===== config.mk =====
export PLATFORM = sky130hd
export DESIGN_NAME = led_pattern_engine_unit_flat
export DESIGN_NICKNAME = d
export VERILOG_FILES = /design/src/rtl/lpe_pkg.sv /design/src/rtl/lpe_if.sv /design/src/rtl/led_pattern_engine_unit.sv /design/src/rtl/lpe_engine.sv /design/src/flat_wrapper.sv
export SDC_FILE = /design/constraint.sdc
export NUM_CORES = 1
export LEC_CHECK = 0
export ABC_AREA = 0
export BUFFER_PORTS_ARGS = -buffer_cell sky130_fd_sc_hd__clkbuf_2
export CELL_PAD_IN_SITES_DETAIL_PLACEMENT = 1
export CELL_PAD_IN_SITES_GLOBAL_PLACEMENT = 1
export CORE_MARGIN = 2
export CORE_UTILIZATION = 40
export CTS_BUF_LIST = sky130_fd_sc_hd__clkbuf_8 sky130_fd_sc_hd__clkbuf_16
export CTS_CLUSTER_SIZE = 16
export DETAILED_ROUTE_END_ITERATION = 16
export PLACE_DENSITY_LB_ADDON = 0.25
export SYNTH_ARGS = -nofsm -noshare
export SYNTH_HDL_FRONTEND = slang
export SYNTH_SLANG_ARGS = --single-unit
export TNS_END_PERCENT = 50

===== constraint.sdc =====
create_clock -name clk -period 4.2 [get_ports clk]
set_input_delay 0.42 -clock clk [delete_from_list [all_inputs] [get_ports clk]]
set_output_delay 0.42 -clock clk [all_outputs]
set_load 0.05 [all_outputs]

===== src/rtl/lpe_pkg.sv =====
// Package for the LED pattern engine: sizes, codes, payload types and helper functions.
package lpe_pkg;

  localparam int LED_COUNT   = 4;
  localparam int LED_FIELD_W = 4;
  localparam int POS_W       = $clog2(LED_COUNT);

  typedef logic [LED_FIELD_W-1:0] led_mask_t;
  typedef logic [POS_W-1:0]       pos_t;

  localparam led_mask_t ALL_ON      = led_mask_t'((1 << LED_COUNT) - 1);
  localparam led_mask_t CUSTOM_INIT = led_mask_t'(15) & ALL_ON;

  localparam logic [7:0] AUTO_PERIOD_INIT = 8'd50;

  localparam logic [8:0] WAIT_BLINK = 9'd500;
  localparam logic [8:0] WAIT_MOVE  = 9'd200;
  localparam logic [8:0] WAIT_FAST  = 9'd100;

  typedef enum logic [2:0] {
    OP_TICK     = 3'd0,
    OP_AUTO     = 3'd1,
    OP_MANUAL   = 3'd2,
    OP_SET_PAT  = 3'd3,
    OP_SET_LED  = 3'd4,
    OP_SET_MASK = 3'd5,
    OP_SET_ALL  = 3'd6,
    OP_NOP      = 3'd7
  } op_t;

  localparam logic [2:0] PAT_BLINK    = 3'd0;
  localparam logic [2:0] PAT_SEQUENCE = 3'd1;
  localparam logic [2:0] PAT_CHASE    = 3'd2;
  localparam logic [2:0] PAT_BOUNCE   = 3'd3;
  localparam logic [2:0] PAT_CUSTOM   = 3'd4;

  typedef struct packed {
    logic [2:0] operation;
    logic [2:0] pattern_sel;
    logic [1:0] led_index;
    logic       led_value;
    logic [3:0] mask_value;
  } cmd_t;

  typedef struct packed {
    logic [3:0] led_drive;
    logic [2:0] active_pattern;
    logic       auto_on;
    logic       bad_request;
    logic [8:0] tick_wait_ms;
  } rsp_t;

  typedef struct packed {
    pos_t pos;
    logic down;
  } pingpong_t;

  // One step of a position that runs up and down between the end LEDs.
  function automatic pingpong_t pingpong_step(pingpong_t cur);
    pingpong_t nxt;
    nxt = cur;
    if (!cur.down) begin
      if (int'(cur.pos) + 1 >= LED_COUNT) begin
        nxt.pos  = pos_t'(LED_COUNT - 2);
        nxt.down = 1'b1;
      end else begin
        nxt.pos = cur.pos + pos_t'(1);
      end
    end else begin
      if (cur.pos == '0) begin
        nxt.pos  = pos_t'(1);
        nxt.down = 1'b0;
      end else begin
        nxt.pos = cur.pos - pos_t'(1);
      end
    end
    return nxt;
  endfunction

  function automatic led_mask_t one_led(pos_t pos);
    return (led_mask_t'(1) << pos) & ALL_ON;
  endfunction

  // LEDs 0 up to and including pos lit.
  function automatic led_mask_t bar_leds(pos_t pos);
    led_mask_t m;
    m = '0;
    for (int i = 0; i < LED_COUNT; i++) begin
      if (i <= int'(pos)) m[i] = 1'b1;
    end
    return m;
  endfunction

endpackage


===== src/rtl/lpe_if.sv =====
// Valid/ready channel interfaces for command items and result items.
interface lpe_cmd_if;
  logic       valid;
  logic       ready;
  logic [2:0] operation;
  logic [2:0] pattern_sel;
  logic [1:0] led_index;
  logic       led_value;
  logic [3:0] mask_value;

  modport source (output valid, operation, pattern_sel, led_index, led_value, mask_value,
                  input ready);
  modport sink (input valid, operation, pattern_sel, led_index, led_value, mask_value,
                output ready);
endinterface

interface lpe_rsp_if;
  logic       valid;
  logic       ready;
  logic [3:0] led_drive;
  logic [2:0] active_pattern;
  logic       auto_on;
  logic       bad_request;
  logic [8:0] tick_wait_ms;

  modport source (output valid, led_drive, active_pattern, auto_on, bad_request,
                  tick_wait_ms, input ready);
  modport sink (input valid, led_drive, active_pattern, auto_on, bad_request,
                tick_wait_ms, output ready);
endinterface


===== src/rtl/led_pattern_engine_unit.sv =====
// LED pattern engine top level: input register, engine update, result register.
// The accepted command waits in the input register and moves into the result register
// when that slot is free; rsp.valid is driven from the result register.
// Throughput: one command per cycle while the result side does not stall; the state
// update is a single pass of logic between the input register and the result register.
// Reset: synchronous, active high; clears both registers, loads auto_period 50
// and returns the engine to blink pattern in auto mode.
module led_pattern_engine_unit
  import lpe_pkg::*;
(
  input  logic       clk,
  input  logic       rst,
  input  logic       cfg_wr_en,
  input  logic [7:0] cfg_wr_data,
  lpe_cmd_if.sink    cmd,
  lpe_rsp_if.source  rsp
);

  logic in_valid;
  cmd_t in_item;
  logic out_valid;
  rsp_t out_rsp;
  rsp_t step_rsp;
  logic advance;

  // move the held command into the result register when that slot frees up
  assign advance   = in_valid && (!out_valid || rsp.ready);
  assign cmd.ready = !in_valid || advance;

  always_ff @(posedge clk) begin
    if (rst) begin
      in_valid <= 1'b0;
    end else if (cmd.ready) begin
      in_valid <= cmd.valid;
    end
  end

  always_ff @(posedge clk) begin
    if (cmd.ready && cmd.valid) begin
      in_item.operation   <= cmd.operation;
      in_item.pattern_sel <= cmd.pattern_sel;
      in_item.led_index   <= cmd.led_index;
      in_item.led_value   <= cmd.led_value;
      in_item.mask_value  <= cmd.mask_value;
    end
  end

  lpe_engine u_engine (
    .clk         (clk),
    .rst         (rst),
    .cfg_wr_en   (cfg_wr_en),
    .cfg_wr_data (cfg_wr_data),
    .step_en     (advance),
    .item        (in_item),
    .result      (step_rsp)
  );

  always_ff @(posedge clk) begin
    if (rst) begin
      out_valid <= 1'b0;
    end else if (advance) begin
      out_valid <= 1'b1;
    end else if (rsp.ready) begin
      out_valid <= 1'b0;
    end
  end

  always_ff @(posedge clk) begin
    if (advance) begin
      out_rsp <= step_rsp;
    end
  end

  assign rsp.valid          = out_valid;
  assign rsp.led_drive      = out_rsp.led_drive;
  assign rsp.active_pattern = out_rsp.active_pattern;
  assign rsp.auto_on        = out_rsp.auto_on;
  assign rsp.bad_request    = out_rsp.bad_request;
  assign rsp.tick_wait_ms   = out_rsp.tick_wait_ms;

endmodule


===== src/rtl/lpe_engine.sv =====
// Pattern engine state and its single-pass update for one command item.
module lpe_engine
  import lpe_pkg::*;
(
  input  logic       clk,
  input  logic       rst,
  input  logic       cfg_wr_en,
  input  logic [7:0] cfg_wr_data,
  input  logic       step_en,
  input  cmd_t       item,
  output rsp_t       result
);

  typedef struct packed {
    logic [2:0] pattern;
    logic       auto_flag;
    logic [7:0] tick_count;
    led_mask_t  custom_mask;
    led_mask_t  shown_mask;
    logic       blink_phase;
    pos_t       seq_pos;
    pingpong_t  chase;
    pingpong_t  bounce;
    logic       bounce_phase;
  } engine_state_t;

  engine_state_t st, st_next;
  logic [7:0]    auto_period;
  logic          bad;
  logic [7:0]    tc_inc;

  always_ff @(posedge clk) begin
    if (rst) begin
      auto_period <= AUTO_PERIOD_INIT;
    end else if (cfg_wr_en) begin
      auto_period <= cfg_wr_data;
    end
  end

  always_ff @(posedge clk) begin
    if (rst) begin
      st.pattern      <= PAT_BLINK;
      st.auto_flag    <= 1'b1;
      st.tick_count   <= '0;
      st.custom_mask  <= CUSTOM_INIT;
      st.shown_mask   <= '0;
      st.blink_phase  <= 1'b0;
      st.seq_pos      <= '0;
      st.chase        <= '0;
      st.bounce       <= '0;
      st.bounce_phase <= 1'b0;
    end else if (step_en) begin
      st <= st_next;
    end
  end

  always_comb begin
    st_next = st;
    bad     = 1'b0;
    tc_inc  = st.tick_count + 8'd1;
    case (op_t'(item.operation))
      OP_TICK: begin
        case (st.pattern)
          PAT_SEQUENCE: begin
            st_next.shown_mask = one_led(st.seq_pos);
            st_next.seq_pos    = (int'(st.seq_pos) == LED_COUNT - 1) ? '0
                                 : st.seq_pos + pos_t'(1);
          end
          PAT_CHASE: begin
            st_next.shown_mask = one_led(st.chase.pos);
            st_next.chase      = pingpong_step(st.chase);
          end
          PAT_BOUNCE: begin
            st_next.shown_mask   = st.bounce_phase ? (bar_leds(st.bounce.pos) & ALL_ON) : '0;
            st_next.bounce_phase = ~st.bounce_phase;
            // bar length moves once per full on/off cycle
            if (st.bounce_phase) st_next.bounce = pingpong_step(st.bounce);
          end
          PAT_CUSTOM: begin
            st_next.shown_mask = st.custom_mask & ALL_ON;
          end
          default: begin
            st_next.blink_phase = ~st.blink_phase;
            st_next.shown_mask  = st.blink_phase ? '0 : ALL_ON;
          end
        endcase
        if (st.auto_flag) begin
          st_next.tick_count = tc_inc;
          if (tc_inc >= auto_period) begin
            st_next.pattern    = {1'b0, st.pattern[1:0] + 2'd1};
            st_next.tick_count = '0;
            st_next.shown_mask = '0;
          end
        end
      end
      OP_AUTO: begin
        st_next.auto_flag  = 1'b1;
        st_next.tick_count = '0;
      end
      OP_MANUAL: begin
        st_next.auto_flag = 1'b0;
      end
      OP_SET_PAT: begin
        if (item.pattern_sel <= PAT_CUSTOM) begin
          st_next.pattern    = item.pattern_sel;
          st_next.tick_count = '0;
          st_next.auto_flag  = 1'b0;
        end else begin
          bad = 1'b1;
        end
      end
      OP_SET_LED: begin
        if (int'(item.led_index) < LED_COUNT) begin
          st_next.shown_mask[item.led_index]  = item.led_value;
          st_next.custom_mask[item.led_index] = item.led_value;
          st_next.pattern   = PAT_CUSTOM;
          st_next.auto_flag = 1'b0;
        end
      end
      OP_SET_MASK: begin
        st_next.custom_mask = item.mask_value & ALL_ON;
        st_next.shown_mask  = item.mask_value & ALL_ON;
        st_next.pattern     = PAT_CUSTOM;
        st_next.auto_flag   = 1'b0;
      end
      OP_SET_ALL: begin
        st_next.custom_mask = item.led_value ? ALL_ON : '0;
        st_next.shown_mask  = item.led_value ? ALL_ON : '0;
        st_next.pattern     = PAT_CUSTOM;
        st_next.auto_flag   = 1'b0;
      end
      default: begin
      end
    endcase
  end

  always_comb begin
    result.led_drive      = st_next.shown_mask;
    result.active_pattern = st_next.pattern;
    result.auto_on        = st_next.auto_flag;
    result.bad_request    = bad;
    case (st_next.pattern)
      PAT_SEQUENCE, PAT_CHASE: result.tick_wait_ms = WAIT_MOVE;
      PAT_BOUNCE, PAT_CUSTOM:  result.tick_wait_ms = WAIT_FAST;
      default:                 result.tick_wait_ms = WAIT_BLINK;
    endcase
  end

endmodule


===== src/flat_wrapper.sv =====
// flat-port wrapper written by rule: the top's interface ports become plain ports
module led_pattern_engine_unit_flat import lpe_pkg::*;
  (clk, rst, cfg_wr_en, cfg_wr_data, cmd_valid, cmd_operation, cmd_pattern_sel, cmd_led_index, cmd_led_value, cmd_mask_value, cmd_ready, rsp_valid, rsp_led_drive, rsp_active_pattern, rsp_auto_on, rsp_bad_request, rsp_tick_wait_ms, rsp_ready);
  lpe_cmd_if cmd_i ();
  lpe_rsp_if rsp_i ();
  input  logic clk;
  input  logic rst;
  input  logic cfg_wr_en;
  input  logic [7:0] cfg_wr_data;
  input wire logic [$bits(cmd_i.valid)-1:0] cmd_valid;
  input wire logic [$bits(cmd_i.operation)-1:0] cmd_operation;
  input wire logic [$bits(cmd_i.pattern_sel)-1:0] cmd_pattern_sel;
  input wire logic [$bits(cmd_i.led_index)-1:0] cmd_led_index;
  input wire logic [$bits(cmd_i.led_value)-1:0] cmd_led_value;
  input wire logic [$bits(cmd_i.mask_value)-1:0] cmd_mask_value;
  output wire logic [$bits(cmd_i.ready)-1:0] cmd_ready;
  output wire logic [$bits(rsp_i.valid)-1:0] rsp_valid;
  output wire logic [$bits(rsp_i.led_drive)-1:0] rsp_led_drive;
  output wire logic [$bits(rsp_i.active_pattern)-1:0] rsp_active_pattern;
  output wire logic [$bits(rsp_i.auto_on)-1:0] rsp_auto_on;
  output wire logic [$bits(rsp_i.bad_request)-1:0] rsp_bad_request;
  output wire logic [$bits(rsp_i.tick_wait_ms)-1:0] rsp_tick_wait_ms;
  input wire logic [$bits(rsp_i.ready)-1:0] rsp_ready;
  assign cmd_i.valid = cmd_valid;
  assign cmd_i.operation = cmd_operation;
  assign cmd_i.pattern_sel = cmd_pattern_sel;
  assign cmd_i.led_index = cmd_led_index;
  assign cmd_i.led_value = cmd_led_value;
  assign cmd_i.mask_value = cmd_mask_value;
  assign cmd_ready = cmd_i.ready;
  assign rsp_valid = rsp_i.valid;
  assign rsp_led_drive = rsp_i.led_drive;
  assign rsp_active_pattern = rsp_i.active_pattern;
  assign rsp_auto_on = rsp_i.auto_on;
  assign rsp_bad_request = rsp_i.bad_request;
  assign rsp_tick_wait_ms = rsp_i.tick_wait_ms;
  assign rsp_i.ready = rsp_ready;
  led_pattern_engine_unit u_core (.clk(clk), .rst(rst), .cfg_wr_en(cfg_wr_en), .cfg_wr_data(cfg_wr_data), .cmd(cmd_i), .rsp(rsp_i));
endmodule

==> results.md, run 1 <==
Pwr:
- For this design the static power due to leakage is 0.001636 uW.
- The largest voltage drop on the vdd net is 0.0002211 V.
- For this design the ratio of total power to cell area is 362.3 nW/um2.

Timing:
- The number of hold violations in the final report is 0.
- The pin slew with the least headroom to its limit is 751.1 ps.
- The routed design could run at a clock period as short as 3286 ps.
- Setup repair after global routing left no endpoint under its margin.
- Setup violations remaining at the end of the flow were counted as 0.
- The final max-slew violation count is 0.
- Setup total negative slack on the finished layout was measured at 0 ps.
- The worst clock skew on the final layout is 13.35 ps.
- Derived from the worst setup path, the maximum achievable clock frequency is 304.3 MHz.
- Dividing the final minimum period by the clock period gives 0.7824.
- Headroom to the max-slew limit came out at 0.4954.

Finish:
- Once layout is done, the placed cells without fillers occupy 3923 um2.
- The filler cell count in the final layout is 1,018.
- Relative to the synthesized area, the layout overhead comes to 12.08%.
- The fraction of layout instances using a drive strength above 1 is 0.1860.
- The most frequent standard cell in the layout excluding fill and tap cells is sky130_fd_sc_hd__nor2_1.
- The final net count is 449.
- Summing all multi-input logic gate instances after layout gives 1740 um2.
- The number of antenna diodes is 0.
- In the layout the commonest cells are sky130_fd_sc_hd__nor2_1, sky130_fd_sc_hd__clkbuf_2, sky130_fd_sc_hd__dfxtp_1.
- The combined flip-flop and latch cell area is 1582 um2.

Worst setup path:
- The start-to-end type of the worst setup path is flip-flop to flip-flop.
- The maximum fanout encountered on the critical timing path is 5.
- The data required time at the worst endpoint is 4290 ps.
- The minimum setup slack among reg-to-reg paths is 910 ps.
- The data arrival time at the worst-slack endpoint is 3380 ps.
- The reg-to-reg startpoint is u_core.u_engine.st[20]$_SDFFE_PP0P_.
- The worst reg-to-reg path cell count is 12.
- The critical path launch point type is a flip-flop.
- In this run the critical register-to-register path is captured at u_core.rsp.tick_wait_ms[3]$_DFFE_PP_.
- The worst setup path is captured at a flip-flop.

Synth:
- By area the synthesized netlist is led by sky130_fd_sc_hd__dfxtp_1, sky130_fd_sc_hd__edfxtp_1, sky130_fd_sc_hd__ha_1.
- The count of state elements after synthesis is 66.
- After synthesis, the mean cell area works out to 9.357 um2.
- Of the synthesized area, sequential elements account for 0.4519.
- Of the post-synthesis cell area, the dominant cell type holds 0.2288.
- Yosys mapped the design onto 55 distinct sky130hd cell types.
- The count of yosys warnings during synthesis is 0.
- Summed over all instances, the cell type with the most area after synthesis is sky130_fd_sc_hd__dfxtp_1.
- The netlist area before placement is 3500 um2.
- The most common flop cell mapped by yosys is sky130_fd_sc_hd__dfxtp_1.
- In this run, synthesis inferred 26 flip-flops with an integrated enable.
- After technology mapping, the gate count stands at 374.
- The async set or reset register ratio after synthesis is 0.

Clocking:
- The CTS tree is done.
- The number of setup buffers added after CTS is 0.
- For this design, the sink count on the clock tree is 66.
- The number of clock buffers inserted by TritonCTS is 9.
- After clock tree synthesis, the clock-pin slew on the worst setup and hold paths is 80 ps.
- The number of gates resized after CTS was 0.
- The CTS H-tree depth is 3.
- The root buffer cell chosen for the clock tree is sky130_fd_sc_hd__clkbuf_8.
- The number of hold buffers added after cts is 0.
- The number of buffers between clock root and the deepest sink is 2.
- The clock latency on the worst-skew pair is 340 ps.

Routing:
- The count of nets left with antenna violations once routing finished came out at 0.
- The total DRC errors in the routed layout is 0.
- The total wire length is 8257 um.
- The ratio of routed vias to standard cells is 5.358.
- The first-pass detailed-route iteration total is 4.
- The final route contains 2,797 vias.
- The violation count after the first detailed-routing iteration is 131.
- The detailed-route wire length per cell is 15.82 um.

Global route:
- The total routing resource utilization after global routing is 0.1832.
- The first global-routing pass estimated 13,900 um of wire.
- The pin count of the biggest net entering global routing is 31.
- The number of antenna violations at the first check in global routing came to 0.
- The number of global-route vias before repair was 2,856.
- For this run the aggregate overflow at the end of global routing stands at 0.

Place:
- Port buffering added 42 buffers.
- In this run the cell area measured after placement is 3739 um2.
- At the end of routability-driven placement, the weighted congestion stood at 0.7889.
- The half-perimeter wire length after detailed placement is 6270 um.

Min path:
- In this run the worst hold path is classified as input port to flip-flop.
- The cell depth of the worst hold path is 1.
- The worst hold path begins at cmd_led_index[1].
- The hold path endpoint is u_core.in_item[6]$_DFFE_PP_.

Floorplan:
- The die covers 9513 um2.
- The floorplan has 34 rows.
- The initial core utilization is 0.4073.
- The height of the die is 97.54 um.
- 46 I/O pins were placed.
- The core region is 8593 um2.
- The die width is 97.54 um.

Run status:
- The flow ran to the end, and the final reports show no timing, DRC or antenna violations.

Run:
- The number of max-cap violations is 0.
## Yosys cell counts (all sizes together) (4+ instances only)
library cell and number:
nand3 11, nor2b 8, nand2 36, o21ai 24, mux2i 9, edfxtp 26, o211ai 4, a21oi 34
o21a 4, inv 17, and3 6, dfxtp 40, nor2 43, xor2 7, a21o 5, nand3b 4
mux2 4, nand2b 7, clkbuf 10, a22oi 5, ha 14, nor3 8, buf 10
## where the power goes
group          internal [uW]  total, uW  leakage [uW]  switching, uW
sequential               698        727      0.000574           29.2
combinational           68.2        198      0.000956            129
clock                    258        496      0.000105            238
total                   1020       1420       0.00164            397
## routing by layer
layer / vias to the layer above / GRT usage / wire length, um
met5: - / 0 / 0
met4: 0 / 0.06303 / 103
met3: 8 / 0.04604 / 420
met2: 59 / 0.2997 / 3901
met1: 1337 / 0.2359 / 3832
li1: 1393 / - / -
## worst max-delay path by stage
stage,startpoint,end,depth (start not counted)
finish,u_core.u_engine.st[20]$_SDFFE_PP0P_,u_core.rsp.tick_wait_ms[3]$_DFFE_PP_,12
global route,u_core.u_engine.st[18]$_SDFFE_PP0P_,u_core.rsp.tick_wait_ms[3]$_DFFE_PP_,12
CTS,u_core.u_engine.st[18]$_SDFFE_PP0P_,u_core.rsp.tick_wait_ms[3]$_DFFE_PP_,12
detailed placement,u_core.u_engine.st[18]$_SDFFE_PP0P_,u_core.rsp.tick_wait_ms[3]$_DFFE_PP_,12
global placement,u_core.u_engine.st[18]$_SDFFE_PP0P_,u_core.rsp.tick_wait_ms[3]$_DFFE_PP_,12
floorplan,u_core.u_engine.st[18]$_SDFFE_PP0P_,u_core.rsp.tick_wait_ms[3]$_DFFE_PP_,12
## cell families (layout without fill, tap and decap cells)
group / after synthesis / in the layout / synth area share
AND/OR/NAND/NOR: 135 / 135 / 0.1913
multiplexers: 13 / 13 / 0.03861
other: 2 / 3 / 0.002146
adder cells (fa/ha/maj): 14 / 14 / 0.05005
flip-flops: 66 / 66 / 0.4519
AO/OA/AOI/OAI: 97 / 97 / 0.1891
XOR/XNOR: 10 / 10 / 0.02503
buffers and inverters: 37 / 76 / 0.05184
## worst max-delay path, cell delays in order (launching register included)
cell and delay, ps:
sky130_fd_sc_hd__dfxtp_1 390, sky130_fd_sc_hd__and3_1 250, sky130_fd_sc_hd__and3_1 250, sky130_fd_sc_hd__nand3_1 110
sky130_fd_sc_hd__xnor2_1 160, sky130_fd_sc_hd__ha_1 320, sky130_fd_sc_hd__nand2_1 120, sky130_fd_sc_hd__o21ai_1 420
sky130_fd_sc_hd__o31ai_2 190, sky130_fd_sc_hd__a211oi_2 470, sky130_fd_sc_hd__inv_2 80, sky130_fd_sc_hd__xnor2_1 140
sky130_fd_sc_hd__nor2b_1 140
## final cells by class
type                       count  share of cell area
multi-input combinational    272              0.4437
sequential                    66              0.4032
timing repair buffer          43             0.05550
clock buffer                  12             0.04211
tap                          108             0.03445
inverter                      17             0.01627
clock inverter                 4            0.004785
## stage by stage
stage	hold slack (ps)	power, uW	util	instances	setup slack (ps)
detailed placement	472.9	940.0	0.4351	506	913.3
global route	223.6	1492	0.4565	522	609.8
global placement	455.5	931.8	0.4351	506	1106
CTS	226.4	1441	0.4565	522	894.5
floorplan	441.9	886.6	-	375	1296
finish	243.8	1421	0.4565	522	914.0
## registers in the layout (all words and copies together), names as in the netlist, named ones only
name / flops
u_core.u_engine.auto_period: 8
u_core.rsp.bad_request: 1
u_core.rsp.active_pattern: 3
u_core.rsp.valid: 1
u_core.in_valid: 1
u_core.rsp.tick_wait_ms: 4
u_core.rsp.auto_on: 1
u_core.u_engine.st: 26
u_core.rsp.led_drive: 4
u_core.in_item: 13
Note: power is estimated with default switching activity, not from simulation.
==> run 2, diff against run 1 <==
- clock period: 4.2 -> 3.1 ns (I/O delays scaled with it)
==> results.md, run 2 (same netlist as run 1, synthesis figures left out) <==
Worst setup path:
- The start-to-end type of the worst setup path is flip-flop to flip-flop.
- The critical path launch point type is a flip-flop.
- The worst reg2reg path endpoint is u_core.rsp.tick_wait_ms[7]$_DFFE_PP_.
- The capturing element type of the critical path is a flip-flop.
- The maximum fanout encountered on the critical timing path was 7 (+2).
- The worst reg-to-reg path cell count is 11 (-1).
- The data required time at the worst endpoint is 3190 ps (-1100 ps).
- The minimum setup slack among reg-to-reg paths came to 190 ps (-720 ps).
- The data arrival time at the worst-slack endpoint was 2990 ps (-390 ps).
- The startpoint identified for the worst register-to-register timing path is u_core.u_engine.st[19]$_SDFFE_PP0P_.

Global route:
- The overflow left after global routing came to 0 (unchanged).
- The pin count of the biggest net entering global routing is 31 (unchanged).
- The number of antenna violations at the first check in global routing came to 0 (unchanged).
- The number of global-route vias before repair is 2,889 (+1.2%).
- The first-pass GRT wire length was 14,100 um (+1.4%).
- The total routing resource utilization after global routing is 0.1851 (+0.001973).

Min path:
- The kind of path behind the tightest hold check is input port to flip-flop.
- The cell depth of the worst hold path is 1 (unchanged).
- The worst hold path terminates at u_core.in_item[5]$_DFFE_PP_.
- The launch instance of the worst min-delay path is cmd_led_index[0].

Clocking:
- The post-CTS clock slew at the launch and capture registers of the worst setup and hold paths came to 70 ps (about the same).
- The number of buffers between clock root and the deepest sink came to 2 (unchanged).
- The TritonCTS sink count is 66 (unchanged).
- The CTS H-tree depth is 3 (unchanged).
- The CTS tree is done.
- The number of clock buffers inserted by TritonCTS came to 9 (unchanged).
- The master cell of the clock root buffer is sky130_fd_sc_hd__clkbuf_8.
- The clock latency on the worst-skew pair is 340 ps (about the same).

Place:
- The number of buffer cells added on primary ports is 42 (unchanged).
- The final weighted congestion in routability-driven placement is 0.7840 (-0.62%).
- The half-perimeter wire length after detailed placement came to 6286 um (+0.26%).
- The placed standard-cell area is 3776 um2 (+1.0%).

Pwr:
- The power density over cell area was 495.1 nW/um2 (+37%).
- The total design power is 1997 uW (+41%).
- The reported leakage power is 0.001696 uW (+3.7%).
- The largest voltage drop on the vdd net is 0.0002459 V (+11%).

Finish:
- The fraction of layout instances using a drive strength above 1 is 0.2151 (+0.02914).
- More flip-flops sit in one register than any other, and that register is u_core.u_engine.st.
- The number of flip-flops under the largest register name is 26 (unchanged).
- Compared with the post-synthesis result, the final layout area differs by 15.27%.
- The number of antenna diodes was 0 (unchanged).
- The largest registers in the layout are u_core.u_engine.st (26), u_core.in_item (13), u_core.u_engine.auto_period (8).
- The most frequent standard cell in the layout excluding fill and tap cells is sky130_fd_sc_hd__nor2_1.
- The final net count was 458 (+2.0%).
- The final cell area excluding filler cells was 4034 um2 (+2.8%).
- The post-layout utilization of the core is 0.4694 (+0.01296).
- In the layout the commonest cells are sky130_fd_sc_hd__nor2_1, sky130_fd_sc_hd__clkbuf_2, sky130_fd_sc_hd__dfxtp_1.

Floorplan:
- The placeable core region is 8593 um2 (unchanged).
- The initial core utilization is 0.4073 (unchanged).
- The area of the die is 9513 um2 (unchanged).
- The top-level I/O count is 46 (unchanged).
- The floorplan row count is 34 (unchanged).
- The die width came to 97.54 um (unchanged).
- The height of the die was 97.54 um (unchanged).

Routing:
- The total DRC errors in the routed layout is 0 (unchanged).
- The total via count in the routed design is 2,871 (+2.6%).
- The post-detailed-route count of antenna-violating nets is 0 (unchanged).
- The ratio of routed vias to standard cells was 5.407 (+0.91%).
- The total wire length is 8544 um (+3.5%).
- The first-pass detailed-route iteration total is 4 (unchanged).
- The detailed-route wire length per cell was 16.09 um (+1.7%).
- The violation count after the first detailed-routing iteration was 73 (-44%).

Timing:
- The achievable clock frequency is 344.2 MHz (+13%).
- The worst relative slew slack is 0.4989 (+0.003515).
- The fraction of the cycle the final worst path needs was 0.9371 (+0.1547).
- The worst hold margin is 140.1 ps (-103.7 ps).
- The final max-slew violation count is 0 (unchanged).
- The worst clock skew on the final layout was 12.77 ps (-0.5792 ps).
- The pin slew with the least headroom to its limit is 751.6 ps (+0.5075 ps).
- The number of hold violations in the final report is 0 (unchanged).
- The final critical delay including setup and external delays came to 2905 ps (-381.0 ps).
- The setup-violating endpoint count in the final report came to 0 (unchanged).

Run:
- The number of max-cap violations is 0 (unchanged).

Run status:
- The flow ran to the end, and the final reports show no timing, DRC or antenna violations.
## run 2: changes by cell type in the layout (fill, tap and decap cells not counted), sizes merged
| cell | before | now |
|---|---|---|
| buf | 1 | 10 |
| bufinv | 0 | 1 |
| clkinv | 1 | 2 |
| clkbuf | 54 | 53 |
| inv | 20 | 19 |
## run 2: worst max path at each step
| stage | from | cells past startpoint | slack [ps] | endpoint |
|---|---|---|---|---|
| global route | u_core.u_engine.st[18]$_SDFFE_PP0P_ | 11 | -30 | u_core.rsp.tick_wait_ms[7]$_DFFE_PP_ |
| detailed placement | u_core.u_engine.st[18]$_SDFFE_PP0P_ | 12 | 50 | u_core.rsp.tick_wait_ms[3]$_DFFE_PP_ |
| CTS | u_core.u_engine.st[18]$_SDFFE_PP0P_ | 12 | 1 | u_core.rsp.tick_wait_ms[3]$_DFFE_PP_ |
| global placement | u_core.u_engine.st[18]$_SDFFE_PP0P_ | 12 | 170 | u_core.rsp.tick_wait_ms[3]$_DFFE_PP_ |
| finish | u_core.u_engine.st[19]$_SDFFE_PP0P_ | 11 | 190 | u_core.rsp.tick_wait_ms[7]$_DFFE_PP_ |
| floorplan | u_core.u_engine.st[18]$_SDFFE_PP0P_ | 12 | 200 | u_core.rsp.tick_wait_ms[3]$_DFFE_PP_ |
## run 2: critical path, stage by stage (launching register included)
cell,delay [ps]
sky130_fd_sc_hd__dfxtp_1,350
sky130_fd_sc_hd__and3_1,180
sky130_fd_sc_hd__and3_1,180
sky130_fd_sc_hd__nand3_1,100
sky130_fd_sc_hd__xnor2_1,160
sky130_fd_sc_hd__ha_1,300
sky130_fd_sc_hd__nand2_1,110
sky130_fd_sc_hd__a311oi_4,410
sky130_fd_sc_hd__o21ai_0,180
sky130_fd_sc_hd__a32o_2,370
sky130_fd_sc_hd__nor3_1,240
sky130_fd_sc_hd__nor2_1,70
## run 2: layout make-up
type | count | area (um2)
fill | 1021 | 4559
inverter | 17 | 63.81
timing repair buffer | 52 | 285.3
clock inverter | 5 | 47.55
clock buffer | 11 | 151.4
multi-input combinational | 272 | 1767
sequential | 66 | 1584
tap | 108 | 135.1
## run 2: power breakdown
part	internal, uW	switching, uW
logic	100	179
registers	946	40.1
clock network	407	324
## run 2: per-stage QoR
stage               std cells  setup TNS, ps  setup slack, ps
floorplan                 375              0            196.1
global placement          511              0            165.1
detailed placement        511              0            46.05
CTS                       527              0            1.333
global route              531         -33.46           -33.46
finish                    531              0            194.9
## run 2: repair_timing
item,CTS,global route
setup endpoints to repair,0,15
resized for setup,0,7
buffers inserted,0,4
hold buffers,0,0
## run 2: per-layer routing
layer | global-route usage | vias to the layer above | wire length [um]
met2 | 0.3061 | 68 | 4146
met5 | 0 | - | 0
met3 | 0.03813 | 16 | 395
met4 | 0.06944 | 0 | 130
li1 | - | 1410 | -
met1 | 0.2389 | 1377 | 3871
==> run 3, diff against run 2 <==
- REMOVE_ABC_BUFFERS: unset -> 1
==> results.md, run 3 (same netlist as run 1, synthesis figures left out) <==
Finish:
- Compared with the post-synthesis result, the final layout area differs by 14.12%.
- The largest register by flop count is u_core.u_engine.st.
- The filler cell count in the final layout is 1,013 (-0.78%).
- The largest registers in the layout are u_core.u_engine.st (26), u_core.in_item (13), u_core.u_engine.auto_period (8).
- The fraction of layout instances using a drive strength above 1 is 0.2217 (+0.006568).
- In the layout the commonest cells are sky130_fd_sc_hd__nor2_1, sky130_fd_sc_hd__clkbuf_2, sky130_fd_sc_hd__dfxtp_1.
- The final net count was 459 (+0.22%).
- The number of antenna diodes is 0 (unchanged).
- The number of flip-flops under the largest register name is 26 (unchanged).
- The most frequent standard cell in the layout excluding fill and tap cells is sky130_fd_sc_hd__nor2_1.
- The count of placed standard cells in the final layout, fillers left out is 532 (+0.19%).

Global route:
- The number of antenna violations at the first check in global routing is 0 (unchanged).
- The overflow left after global routing came to 0 (unchanged).
- The total routing resource utilization after global routing is 0.1874 (+0.002303).
- The number of global-route vias before repair is 2,926 (+1.3%).
- The pin count of the biggest net entering global routing was 31 (unchanged).
- The first-pass GRT wire length is 14,380 um (+2.0%).

Pwr:
- The total design power is 1878 uW (-6.0%).
- The reported leakage power is 0.001683 uW (-0.77%).
- The largest voltage drop on the vdd net came to 0.0002151 V (-12%).
- The power density over cell area is 470.2 nW/um2 (-5.0%).

Timing:
- The fraction of the cycle the final worst path needs was 0.9476 (+0.01046).
- The achievable clock frequency is 340.4 MHz (-1.1%).
- The pin slew with the least headroom to its limit is 699.5 ps (-52.17 ps).
- The final max-slew violation count came to 0 (unchanged).
- The worst clock skew on the final layout is 11.11 ps (-1.669 ps).
- The worst relative slew slack is 0.5301 (+0.03119).
- The final critical delay including setup and external delays is 2937 ps (+32.42 ps).
- The setup-violating endpoint count in the final report is 0 (unchanged).
- The number of hold violations in the final report is 0 (unchanged).

Run status:
- The flow ran to the end, and the final reports show no timing, DRC or antenna violations.

Floorplan:
- The area of the die was 9513 um2 (unchanged).
- The initial core utilization is 0.4073 (unchanged).
- The die width came to 97.54 um (unchanged).
- The floorplan row count is 34 (unchanged).
- The height of the die is 97.54 um (unchanged).
- The placeable core region is 8593 um2 (unchanged).
- The top-level I/O count is 46 (unchanged).

Clocking:
- The CTS H-tree depth is 3 (unchanged).
- The TritonCTS sink count came to 66 (unchanged).
- TritonCTS built the clock tree.
- The post-CTS clock slew at the launch and capture registers of the worst setup and hold paths is 80 ps (about the same).
- The number of buffers between clock root and the deepest sink was 2 (unchanged).
- The number of hold buffers added after cts is 0 (unchanged).
- The tree is rooted in a sky130_fd_sc_hd__clkbuf_8.
- The number of clock buffers inserted by TritonCTS is 9 (unchanged).
- The clock latency on the worst-skew pair is 350 ps (about the same).

Worst setup path:
- The critical path's largest stage delay is 420 ps (about the same).
- The data required time at the worst endpoint is 3210 ps (+20 ps).
- The minimum setup slack among reg-to-reg paths is 160 ps (-30 ps).
- The cell seen most often among critical-path stages is sky130_fd_sc_hd__xnor2_1.
- Among all stages on the critical path, the largest delay is contributed by sky130_fd_sc_hd__a311oi_4.
- The gate family responsible for the most delay along the worst path is compound AO/OA/AOI/OAI gates.
- The worst reg2reg path endpoint is u_core.rsp.tick_wait_ms[3]$_DFFE_PP_.
- The data arrival time at the worst-slack endpoint was 3040 ps (+50 ps).
- The signal on the critical path passes through and3_1, and3_2, nand3_1, xnor2_1, ha_1, nand2_2, a311oi_4, o31ai_4, a211oi_2, buf_4, inv_2, xnor2_1, nor2b_1.
- The worst setup path is captured at a flip-flop.
- The maximum fanout encountered on the critical timing path is 5 (-2).
- The start-to-end type of the worst setup path is flip-flop to flip-flop.
- The number of buffer and inverter stages on the critical path is 2 (+2).
- The worst reg-to-reg path cell count came to 13 (+2).
- The reg-to-reg startpoint is u_core.u_engine.st[18]$_SDFFE_PP0P_.
- The critical path launch point type is a flip-flop.

Min path:
- The kind of path behind the tightest hold check is input port to flip-flop.
- The worst hold path terminates at u_core.in_item[12]$_DFFE_PP_.
- The cell depth of the worst hold path was 1 (unchanged).
- The launch instance of the worst min-delay path is cmd_operation[2].

Routing:
- The violation count after the first detailed-routing iteration is 75 (+2.7%).
- The total DRC errors in the routed layout is 0 (unchanged).
- The detailed-route wire length per cell is 15.98 um (-0.68%).
- The first-pass detailed-route iteration total is 5 (+1).
- The ratio of routed vias to standard cells came to 5.393 (-0.26%).
- The total via count in the routed design is 2,869 (-0.070%).
- The post-detailed-route count of antenna-violating nets is 0 (unchanged).
- The total wire length is 8502 um (-0.49%).

Place:
- The number of buffer cells added on primary ports is 42 (unchanged).
- The final weighted congestion in routability-driven placement is 0.8478 (+8.1%).
- The number of placed instances with taps included is 512 (+0.20%).
- The half-perimeter wire length after detailed placement was 6172 um (-1.8%).

Run:
- The number of max-cap violations is 0 (unchanged).
## run 3: how the worst max path moves through the flow
| stage | from | to | cells past startpoint |
|---|---|---|---|
| floorplan | u_core.u_engine.st[18]$_SDFFE_PP0P_ | u_core.rsp.tick_wait_ms[3]$_DFFE_PP_ | 12 |
| global placement | u_core.u_engine.st[18]$_SDFFE_PP0P_ | u_core.rsp.tick_wait_ms[3]$_DFFE_PP_ | 12 |
| detailed placement | u_core.u_engine.st[18]$_SDFFE_PP0P_ | u_core.rsp.tick_wait_ms[3]$_DFFE_PP_ | 12 |
| CTS | u_core.u_engine.st[18]$_SDFFE_PP0P_ | u_core.rsp.tick_wait_ms[3]$_DFFE_PP_ | 12 |
| global route | u_core.u_engine.st[18]$_SDFFE_PP0P_ | u_core.rsp.tick_wait_ms[3]$_DFFE_PP_ | 13 |
| finish | u_core.u_engine.st[18]$_SDFFE_PP0P_ | u_core.rsp.tick_wait_ms[3]$_DFFE_PP_ | 13 |
## run 3: per-stage QoR
step                      TNS [ps]  worst slack [ps]  instance area, um2  hold WS (ps)  utilization
after detailed placement    -28.03            -28.03                3784         473.6       0.4403
after floorplan                  0             196.1                3386         372.4            -
after global routing        -28.04            -21.01                3994         120.0       0.4648
final                            0             162.5                3994         136.1       0.4648
after global placement           0             130.5                3784         457.2       0.4403
after CTS                        0             32.23                3948         124.4       0.4594
## run 3: what timing repair did
| item | in CTS | in global routing |
|---|---|---|
| pin swaps | 1 | 2 |
| gates resized for setup | 0 | 10 |
| buffers inserted | 1 | 3 |
| endpoints found under the setup margin | 2 | 15 |
| gates cloned | 0 | 0 |
## run 3: area by class of cell
| cell class | count | area, um2 | area share |
|---|---|---|---|
| Tap cell | 108 | 135.1 | 0.03383 |
| Sequential cell | 66 | 1585 | 0.3969 |
| Inverter | 17 | 63.81 | 0.01598 |
| Multi-Input combinational cell | 272 | 1760 | 0.4408 |
| Clock buffer | 9 | 123.9 | 0.03102 |
| Timing Repair Buffer | 53 | 292.8 | 0.07331 |
| Clock inverter | 7 | 32.53 | 0.008145 |
## run 3: layer usage
metal,global-route usage,share of wire
met1,0.2372,0.47
met2,0.3225,0.49
met3,0.03525,0.032
met4,0.06090,0.012
met5,0,0
## run 3: worst reg2reg max path, stage by stage (launching register included)
cell	delay (ps)
sky130_fd_sc_hd__dfxtp_2	370
sky130_fd_sc_hd__and3_1	170
sky130_fd_sc_hd__and3_2	230
sky130_fd_sc_hd__nand3_1	100
sky130_fd_sc_hd__xnor2_1	160
sky130_fd_sc_hd__ha_1	320
sky130_fd_sc_hd__nand2_2	90
sky130_fd_sc_hd__a311oi_4	420
sky130_fd_sc_hd__o31ai_4	130
sky130_fd_sc_hd__a211oi_2	230
sky130_fd_sc_hd__buf_4	170
sky130_fd_sc_hd__inv_2	50
sky130_fd_sc_hd__xnor2_1	120
sky130_fd_sc_hd__nor2b_1	140
## run 3: where the power goes
| part | internal [uW] | leakage (uW) | switching, uW |
|---|---|---|---|
| clock | 278 | 0.0000969 | 338 |
| combinational | 99.0 | 0.00101 | 180 |
| sequential | 946 | 0.000576 | 37.4 |
